<file path="config.mk">
export PLATFORM = sky130hd
export DESIGN_NAME = wildcard_byte_pattern_scanner
export DESIGN_NICKNAME = d
export VERILOG_FILES = /design/src/design/wbps_pkg.sv /design/src/design/wbps_cell.sv /design/src/design/wildcard_byte_pattern_scanner.sv
export SDC_FILE = /design/constraint.sdc
export NUM_CORES = 1
export LEC_CHECK = 0
export BUFFER_PORTS_ARGS = -buffer_cell sky130_fd_sc_hd__buf_2
export CAP_MARGIN = 20
export CORE_ASPECT_RATIO = 0.8
export CORE_MARGIN = 8
export CORE_UTILIZATION = 60
export DETAILED_ROUTE_END_ITERATION = 7
export GPL_TIMING_DRIVEN = 1
export PLACE_DENSITY = 0.87
export SLEW_MARGIN = 20
export SYNTH_ARGS = -nofsm -noshare
export SYNTH_HDL_FRONTEND = slang
export SYNTH_SLANG_ARGS = --single-unit
</file>
<file path="constraint.sdc">
create_clock -name aclk -period 27 [get_ports aclk]
set_input_delay 5.4 -clock aclk [delete_from_list [all_inputs] [get_ports aclk]]
set_output_delay 5.4 -clock aclk [all_outputs]
set_load 0.05 [all_outputs]
</file>
<file path="src/design/wbps_pkg.sv">
// shared constants, register indexes and types for the wildcard byte pattern scanner
package wbps_pkg;

    localparam int MAX_PATTERN  = 16;
    localparam int OFFSET_WIDTH = 32;
    localparam int CFG_BYTES    = 16;
    localparam int LEN_MAX      = (MAX_PATTERN < CFG_BYTES) ? MAX_PATTERN : CFG_BYTES;
    localparam int IDX_W        = $clog2(LEN_MAX);
    localparam int LEN_W        = $clog2(LEN_MAX + 1);
    localparam int OUT_OFFSET_W = 32;
    localparam int COUNT_W      = 16;
    localparam int CFG_DATA_W   = 64;
    localparam int CFG_INDEX_W  = 3;

    localparam logic [4:0]         PATTERN_LENGTH_RESET = 5'd1;
    localparam logic [COUNT_W-1:0] MAX_MATCHES_RESET    = 16'd32;

    typedef enum logic [CFG_INDEX_W-1:0] {
        REG_PATTERN_LOW  = 3'd0,
        REG_PATTERN_HIGH = 3'd1,
        REG_WILDCARD     = 3'd2,
        REG_LENGTH       = 3'd3,
        REG_MAX_MATCHES  = 3'd4
    } cfg_reg_t;

    typedef logic [LEN_MAX-1:0][7:0] pattern_t;

    typedef struct packed {
        pattern_t             pattern;
        logic [LEN_MAX-1:0]   wild;
        logic [LEN_W-1:0]     len;
    } match_cfg_t;

endpackage

</file>
<file path="src/design/wbps_cell.sv">
// one window cell: holds a byte and its fill bit, compares its window slot to the pattern
module wbps_cell (
    input  logic                       aclk,
    input  logic                       aresetn,
    input  logic                       shift_en,
    input  logic                       clear,
    input  logic [wbps_pkg::IDX_W-1:0] cell_index,
    input  wbps_pkg::match_cfg_t       match_cfg,
    input  logic [7:0]                 byte_in,
    input  logic                       valid_in,
    output logic [7:0]                 byte_out,
    output logic                       valid_out,
    output logic                       cell_ok
);
    import wbps_pkg::*;

    logic [7:0]       byte_reg;
    logic             valid_reg;
    logic             in_use;
    logic [LEN_W-1:0] sel_wide;
    logic [IDX_W-1:0] sel;

    always_ff @(posedge aclk) begin
        if (shift_en) begin
            byte_reg <= byte_in;
        end
    end

    always_ff @(posedge aclk) begin
        if (!aresetn) begin
            valid_reg <= 1'b0;
        end else if (shift_en) begin
            valid_reg <= clear ? 1'b0 : valid_in;
        end
    end

    // slot i of the window meets pattern byte len-1-i
    always_comb begin
        in_use   = LEN_W'(cell_index) < match_cfg.len;
        sel_wide = match_cfg.len - LEN_W'(1) - LEN_W'(cell_index);
        sel      = sel_wide[IDX_W-1:0];
        cell_ok  = !in_use ||
                   (valid_in && (match_cfg.wild[sel] || byte_in == match_cfg.pattern[sel]));
    end

    assign byte_out  = byte_reg;
    assign valid_out = valid_reg;

endmodule

</file>
<file path="src/design/wildcard_byte_pattern_scanner.sv">
// top level of the wildcard byte pattern scanner: config registers, cell row, result register
//
// Usage: bytes of a buffer arrive on the s_ channel, one per request, s_tdata[7:0] holding
// the byte and s_tlast marking the final byte. A row of 16 cells holds the latest bytes and
// compares them, wildcards included, against the configured pattern in the same cycle the
// byte is taken. Each match gives one request on the m_ channel with m_tuser set and the
// start offset in m_tdata[31:0]; the final byte always gives a request with m_tlast set.
// m_tdata[47:32] carries the number of matches reported so far, capped at max_matches;
// once the cap is reached further matches are dropped.
// The result of an accepted byte is held in the output register from the next cycle on.
// Throughput is one byte per cycle unless the receiver stalls; the row compares combinationally.
// s_tready drops only while a result sits in the output register and m_tready is low,
// so a stalled receiver holds the input for exactly as long as it stalls.
// Configuration writes on the cfg_ channel are always taken and must be made while idle.
// Reset (aresetn low, synchronous) loads the register defaults, empties the window and
// clears the offset and match counters; the final byte of each buffer clears them too.
module wildcard_byte_pattern_scanner (
    input  logic                                 aclk,
    input  logic                                 aresetn,
    input  logic                                 s_tvalid,
    output logic                                 s_tready,
    input  logic [7:0]                           s_tdata,   // data_byte[7:0]
    input  logic                                 s_tlast,
    output logic                                 m_tvalid,
    input  logic                                 m_tready,
    output logic [47:0]                          m_tdata,   // match_offset[31:0], match_total[47:32]
    output logic                                 m_tuser,   // match_found
    output logic                                 m_tlast,
    input  logic                                 cfg_valid,
    output logic                                 cfg_ready,
    input  logic [wbps_pkg::CFG_INDEX_W-1:0]     cfg_index,
    input  logic [wbps_pkg::CFG_DATA_W-1:0]      cfg_data
);
    import wbps_pkg::*;

    logic [63:0]             pat_low_reg;
    logic [63:0]             pat_high_reg;
    logic [15:0]             wild_reg;
    logic [4:0]              len_cfg_reg;
    logic [COUNT_W-1:0]      max_reg;

    logic [OFFSET_WIDTH-1:0] pos_reg;
    logic [OFFSET_WIDTH-1:0] pos_next;
    logic [COUNT_W-1:0]      count_reg;
    logic [COUNT_W-1:0]      count_next;

    logic                    m_valid_reg;
    logic                    m_valid_next;
    logic                    m_found_reg;
    logic                    m_last_reg;
    logic [OUT_OFFSET_W-1:0] m_offset_reg;
    logic [COUNT_W-1:0]      m_total_reg;

    logic                    s_accept;
    logic                    hit;
    logic                    produce;
    logic [4:0]              len_sat;
    logic [127:0]            pat_all;
    match_cfg_t              match_cfg;
    logic [OFFSET_WIDTH-1:0] offset;
    logic [OFFSET_WIDTH+OUT_OFFSET_W-1:0] offset_wide;

    logic [LEN_MAX-1:0][7:0] chain_byte;
    logic [LEN_MAX-1:0]      chain_valid;
    logic [LEN_MAX-1:0][7:0] cell_byte_out;
    logic [LEN_MAX-1:0]      cell_valid_out;
    logic [LEN_MAX-1:0]      cell_ok;

    assign cfg_ready = 1'b1;
    assign s_tready  = !m_valid_reg || m_tready;
    assign s_accept  = s_tvalid && s_tready;

    always_ff @(posedge aclk) begin
        if (!aresetn) begin
            pat_low_reg  <= '0;
            pat_high_reg <= '0;
            wild_reg     <= '0;
            len_cfg_reg  <= PATTERN_LENGTH_RESET;
            max_reg      <= MAX_MATCHES_RESET;
        end else if (cfg_valid && cfg_ready) begin
            unique case (cfg_index)
                REG_PATTERN_LOW:  pat_low_reg  <= cfg_data;
                REG_PATTERN_HIGH: pat_high_reg <= cfg_data;
                REG_WILDCARD:     wild_reg     <= cfg_data[15:0];
                REG_LENGTH:       len_cfg_reg  <= cfg_data[4:0];
                REG_MAX_MATCHES:  max_reg      <= cfg_data[COUNT_W-1:0];
                default:          ;
            endcase
        end
    end

    always_comb begin
        pat_all = {pat_high_reg, pat_low_reg};
        if (len_cfg_reg == 5'd0) begin
            len_sat = 5'd1;
        end else if (len_cfg_reg > 5'(LEN_MAX)) begin
            len_sat = 5'(LEN_MAX);
        end else begin
            len_sat = len_cfg_reg;
        end
        for (int k = 0; k < LEN_MAX; k++) begin
            match_cfg.pattern[k] = pat_all[8*k +: 8];
        end
        match_cfg.wild = wild_reg[LEN_MAX-1:0];
        match_cfg.len  = LEN_W'(len_sat);
    end

    // cell 0 sees the incoming byte, each later cell the byte held by its neighbor
    always_comb begin
        chain_byte[0]  = s_tdata;
        chain_valid[0] = 1'b1;
        for (int k = 1; k < LEN_MAX; k++) begin
            chain_byte[k]  = cell_byte_out[k-1];
            chain_valid[k] = cell_valid_out[k-1];
        end
    end

    for (genvar g = 0; g < LEN_MAX; g++) begin : g_cell
        wbps_cell u_cell (
            .aclk       (aclk),
            .aresetn    (aresetn),
            .shift_en   (s_accept),
            .clear      (s_tlast),
            .cell_index (IDX_W'(g)),
            .match_cfg  (match_cfg),
            .byte_in    (chain_byte[g]),
            .valid_in   (chain_valid[g]),
            .byte_out   (cell_byte_out[g]),
            .valid_out  (cell_valid_out[g]),
            .cell_ok    (cell_ok[g])
        );
    end

    always_comb begin
        hit         = (&cell_ok) && (count_reg < max_reg);
        produce     = hit || s_tlast;
        offset      = pos_reg - OFFSET_WIDTH'(match_cfg.len - LEN_W'(1));
        offset_wide = (OFFSET_WIDTH + OUT_OFFSET_W)'(offset);
        count_next  = count_reg + COUNT_W'(hit);
        pos_next    = pos_reg + OFFSET_WIDTH'(1);
    end

    always_ff @(posedge aclk) begin
        if (!aresetn) begin
            pos_reg   <= '0;
            count_reg <= '0;
        end else if (s_accept) begin
            pos_reg   <= s_tlast ? '0 : pos_next;
            count_reg <= s_tlast ? '0 : count_next;
        end
    end

    always_comb begin
        m_valid_next = m_valid_reg;
        if (s_tready) begin
            m_valid_next = s_accept && produce;
        end
    end

    always_ff @(posedge aclk) begin
        if (!aresetn) begin
            m_valid_reg <= 1'b0;
        end else begin
            m_valid_reg <= m_valid_next;
        end
    end

    always_ff @(posedge aclk) begin
        if (s_accept && produce) begin
            m_found_reg  <= hit;
            m_last_reg   <= s_tlast;
            m_offset_reg <= hit ? offset_wide[OUT_OFFSET_W-1:0] : '0;
            m_total_reg  <= count_next;
        end
    end

    assign m_tvalid = m_valid_reg;
    assign m_tdata  = {m_total_reg, m_offset_reg};
    assign m_tuser  = m_found_reg;
    assign m_tlast  = m_last_reg;

    a_match_counted: assert property (@(posedge aclk) disable iff (!aresetn)
        m_valid_reg && m_found_reg |-> m_total_reg != '0)
        else $error("reported match with zero total");

    a_last_clears: assert property (@(posedge aclk) disable iff (!aresetn)
        s_accept && s_tlast |=> pos_reg == '0 && count_reg == '0 && cell_valid_out == '0)
        else $error("scan state not cleared after final byte");

    a_stall_cause: assert property (@(posedge aclk) disable iff (!aresetn)
        !s_tready |-> m_valid_reg && !m_tready)
        else $error("input stalled without a held result");

    a_count_step: assert property (@(posedge aclk) disable iff (!aresetn)
        s_accept && !s_tlast |=> count_reg == $past(count_reg) || count_reg == $past(count_reg) + 1'b1)
        else $error("match count moved by more than one");

endmodule
</file>
==> results.cfg, run 1 <==
[detailed_routing]
drtIter0Drc = 3393
vias = 22100
wire_per_inst_um = 27.0
remaining_drc_errors = 0
antenna_left = 0
first_pass_iters = 6
avgViaCountPerCell = 6.89
drt_wl_total_mm = 86.4

[power]
vdd_drop_max_mv = 0.0480
p_comb_share_pct = 13.9
p_sw_share_pct = 27.5
clkPwrFrac_pct = 40.4
total_leakage_power_nw = 11.0
intPower_mw = 1.08
p_seq_share_pct = 45.6
powerDensity_nw_per_um2 = 51.8
p_switching_uw = 410

[cts]
cts_hold_buf = 0
cts_tree = yes
clkTransAtPathRegs_ns = 0.06
cts.sinks = 399
post_cts.repair.setup_buffers = 0
clk_latency_ns = 0.59
cts-buffers-inserted = 41
cts_buffer_depth = 3
post_cts_resize_count = 0
htree_levels = 2
cts-root-buf = clkbuf_16

[global_routing]
grt_pass1_wl_mm = 129
grt_overflow = 0
antenna_found_initial = 2
grt_max_degree = 135
gr-usage-all-layers_pct = 33.0
grt_pass1_vias = 20900

[finish]
final_common_cell = nand2_1
drive_above_1_share_pct = 16.7
multiInputGateArea_um2 = 15800
mostFrequentLayoutCells = nand2_1, mux2i_1, dfxtp_1
nets = 2755
regArea_um2 = 9690
fin_cells = 3207
syn2layout_area_growth_pct = 9.30
final.fill_count = 3260
largest_reg_flops = 120
diodes = 0

[run_status]
status = complete, no violations

[critical_path]
worstPathMaxFanout = 4
worstPathRequired_ns = 21.60
start_kind = input port
worst_ep_arrival_time_ns = 5.93
cpMostUsedCell = buf_2
endpoint_kind = output pin
critical_path_buf_inv_count = 2
max_stage_delay_ns = 0.29
crit_chain = buf_2, nand2b_1, buf_2
crit_family = buffers and inverters
crit_slowest_cell = buf_2
critical_path_class = in -> out

[sta]
finalHoldViolCount = 0
rsz0062_at_grt = false
fin_crit_ns = 11.33
slew_viol_final = 0
slew_headroom_pct = 21.2
tns_ns = 0
period_share_pct = 41.9
skew_ns = 0.0350
tightest_slew_ns = 1.17
max_freq_ghz = 0.0883
setup_viol = 0

[place]
gp_congestion = 1.04
place_hpwl_mm = 64.3
numPortBuffers = 132
placed_cells = 3131

[die]
core_area_um2 = 43200
dieWidth_um = 250
dieHeight_um = 203
dieArea_um2 = 50800
top_level_ports = 134
start_util_pct = 60.8
row_count = 68

[logic_synthesis]
syn-num-nets = 2713
syn_area_um2 = 26300
ys_warn_count = 0
synth_flop_cell = dfxtp_1
yosysUniqueCellTypes = 78
ys_seq_elements = 399
syn_area_per_cell_um2 = 10.2
synth-edff-count = 170
synth_async_sr_flop_share_pct = 0
ys_seq_area_share_pct = 36.9
synth_cells = 2572

[run]
cap_viol_max_count = 0

[hold_path]
hp-class = reg -> reg
layout make-up:
class | instances | area share (%)
sequential | 399 | 33.7
inverter | 53 | 0.714
tap | 560 | 2.44
clock buffer | 60 | 4.39
timing repair buffer | 167 | 3.22
multi-input combinational | 1952 | 55.0
clock inverter | 16 | 0.527
routing by layer:
layer / wire [µm] / global-route usage [%] / part of all wire [%] / up-vias
li1: - / - / - / 9527
met5: 29 / 0 / 0.034 / -
met3: 13200 / 11.8 / 15 / 178
met1: 33800 / 45.6 / 39 / 10900
met2: 36900 / 48.7 / 43 / 1488
met4: 2590 / 9.90 / 3.0 / 4
kinds of logic (layout without fill, tap and decap cells):
kind of cell / count (synthesis) / in the layout / share of synthesized area (%)
AOI/OAI and AO/OA: 469 / 469 / 12.3
other: 1 / 1 / 0.0143
muxes: 438 / 438 / 24.2
buffers and inverters: 221 / 296 / 3.31
adders and majority gates: 63 / 63 / 3.00
and+or+nand+nor: 777 / 777 / 13.4
xor gates and xnor gates: 204 / 204 / 6.85
DFF: 399 / 399 / 36.9
power groups by stage:
stage / logic, mW / clock network (mW) / registers, mW
2_1_floorplan: 0.133 / 0 / 0.695
3_3_place_gp: 0.198 / 0 / 0.689
3_5_place_dp: 0.203 / 0 / 0.690
4_1_cts: 0.203 / 0.603 / 0.677
5_1_grt: 0.220 / 0.626 / 0.680
6_report: 0.208 / 0.602 / 0.679
metrics by stage:
step           total power [mW]  util [%]  hold WS, ns  cell area [µm²]  setup slack [ns]
6_report                   1.49      66.5        0.463            28700             15.67
5_1_grt                    1.53      66.5        0.474            28700             15.66
4_1_cts                    1.48      66.5        0.467            28700             15.68
3_5_place_dp              0.893      63.2        0.457            27300             15.68
3_3_place_gp              0.887      63.2        0.452            27300             15.70
2_1_floorplan             0.828         -        0.443            26300             15.75
worst paths after layout:
path	start	end	slack [ns]	depth (start not counted)
hold reg to reg	g_cell[7].u_cell.byte_out[5]	g_cell[8].u_cell.byte_out[5]	0.46	0
hold / removal	g_cell[7].u_cell.byte_out[5]	g_cell[8].u_cell.byte_out[5]	0.46	0
setup / recovery	m_tready	s_tready	15.67	3
setup reg to reg	len_cfg_reg[2]	count_reg[15]	17.55	31
cells in the mapped netlist (19+ instances only):
master | number | area [µm²]
dfxtp_1 | 229 | 4580
o21ai_0 | 60 | 300
nor2b_1 | 47 | 294
xnor2_1 | 103 | 902
a21boi_0 | 164 | 1230
buf_2 | 19 | 95.1
inv_1 | 49 | 184
nand2_1 | 426 | 1600
mux2i_1 | 269 | 2690
xor2_1 | 99 | 867
nand3_1 | 40 | 200
a211oi_1 | 20 | 150
a21o_1 | 20 | 150
edfxtp_1 | 170 | 5100
clkbuf_1 | 124 | 465
nand4_1 | 26 | 163
mux4_2 | 157 | 3540
a21oi_1 | 77 | 385
and3_1 | 46 | 288
buf_1 | 22 | 82.6
ha_1 | 59 | 738
nor2_1 | 107 | 402
a31oi_1 | 28 | 175
Power figures use the tool's default switching activity.
==> run 2: changes to the inputs <==
- clock period: 27 -> 11.45 ns (I/O delays scaled with it)
==> run 2 against run 1 <==
- first-iteration DRC count up 6.7%
- critical path depth rose by 27
- power rose by 130%
- clock power grew 130%
- combinational power up 130%
- via count hardly changed
- non-clock buffer count is the same
- largest cell class unchanged
- highest routed layer unchanged
==> results.cfg, run 2 (synthesized netlist as in run 1, its figures left out) <==
[global_routing]
grt_max_degree = 134
grt_pass1_wl_mm = 134
grt_pass1_vias = 20600
antenna_found_initial = 4
gr-usage-all-layers_pct = 34.7
grt_overflow = 0

[cts]
clk_latency_ns = 0.58
cts-buffers-inserted = 42
post_cts.repair.setup_buffers = 0
cts_tree = yes
post_cts_resize_count = 0
cts_buffer_depth = 3
clkTransAtPathRegs_ns = 0.06
cts-root-buf = clkbuf_16
htree_levels = 2
cts.sinks = 399
cts_hold_buf = 0

[detailed_routing]
drt_wl_total_mm = 91.0
vias = 22100
antenna_left = 0
wire_per_inst_um = 28.4
drtIter0Drc = 3622
avgViaCountPerCell = 6.89
remaining_drc_errors = 0
first_pass_iters = 6

[sta]
slew_viol_final = 0
whs_ns = 0.463
max_freq_ghz = 0.109
setup_viol = 0
tns_ns = 0
rsz0062_at_grt = false
period_share_pct = 79.8
slew_headroom_pct = 14.0
tightest_slew_ns = 1.28
skew_ns = 0.0350
fin_crit_ns = 9.14
finalHoldViolCount = 0

[place]
numPortBuffers = 132
placed_cells = 3129
gp_congestion = 1.07
place_hpwl_mm = 69.0

[power]
vdd_drop_max_mv = 0.148
powerDensity_nw_per_um2 = 121
p_total_mw = 3.48
total_leakage_power_nw = 10.9

[die]
dieArea_um2 = 50800
top_level_ports = 134
dieWidth_um = 250
core_area_um2 = 43200
dieHeight_um = 203
start_util_pct = 60.8
row_count = 68

[critical_path]
worstPathMaxFanout = 50
critical_path_class = reg -> reg
worstPathRequired_ns = 11.95
endpoint_kind = register
worst_ep_arrival_time_ns = 9.64
crit_family = simple AND/OR/NAND/NOR gates
cpMostUsedCell = and3_1
start_kind = register
critical_path_buf_inv_count = 7
crit_slowest_cell = dfxtp_1
max_stage_delay_ns = 0.77

[finish]
nets = 2756
final_common_cell = nand2_1
fin_cells = 3207
diodes = 0
mostFrequentLayoutCells = nand2_1, mux2i_1, dfxtp_1
drive_above_1_share_pct = 16.4
syn2layout_area_growth_pct = 9.15
largest_reg_flops = 120

[hold_path]
hp-class = reg -> reg

[run_status]
status = complete, no violations

[run]
cap_viol_max_count = 0
[run 2: changes by cell type in the layout (fill, tap and decap cells not counted), sizes merged]
cell / before / now
clkinv: 11 / 13
bufinv: 2 / 1
inv: 55 / 52
clkbuf: 60 / 63
clkinvlp: 1 / 0
[run 2: power breakdown]
part | internal [mW] | total (mW) | switching [mW]
Clock | 0.786 | 1.38 | 0.597
Sequential | 1.54 | 1.61 | 0.0652
Combinational | 0.185 | 0.488 | 0.303
[run 2: worst paths after layout]
path,from,endpoint,slack (ns),depth (start not counted)
max reg2reg,len_cfg_reg[2],count_reg[15],2.31,30
max,len_cfg_reg[2],count_reg[15],2.31,30
min reg2reg,max_reg[11],max_reg[11],0.46,2
min,max_reg[11],max_reg[11],0.46,2
[run 2: tightest hold or removal path, delay by kind of cell (launching register included)]
kind             cells  cell delay (ns)
AO/OA/AOI/OAI        1             0.06
flip-flops           1             0.31
AND/OR/NAND/NOR      1             0.05
[run 2: cell type report]
cell class	count	area, µm²
Tap cell	560	701
Timing Repair Buffer	167	941
Inverter	53	205
Multi-Input combinational cell	1952	15800
Clock inverter	13	100
Fill cell	3303	14500
Clock buffer	63	1260
Sequential cell	399	9690
[run 2: metrics by stage]
step / area, µm² / setup WS [ns] / util, %
global placement: 27300 / 2.76 / 63.1
CTS: 28700 / 2.38 / 66.3
finish: 28700 / 2.31 / 66.4
detailed placement: 27300 / 2.50 / 63.2
floorplan: 26300 / 2.02 / -
global route: 28700 / 1.81 / 66.4
[run 2: routing by layer]
layer	vias up	global-route usage [%]	part of all wire [%]
li1	9524	-	-
met1	11000	48.9	40
met2	1430	49.9	42
met3	185	12.6	15
met4	2	10.0	3.1
met5	-	0	0.014
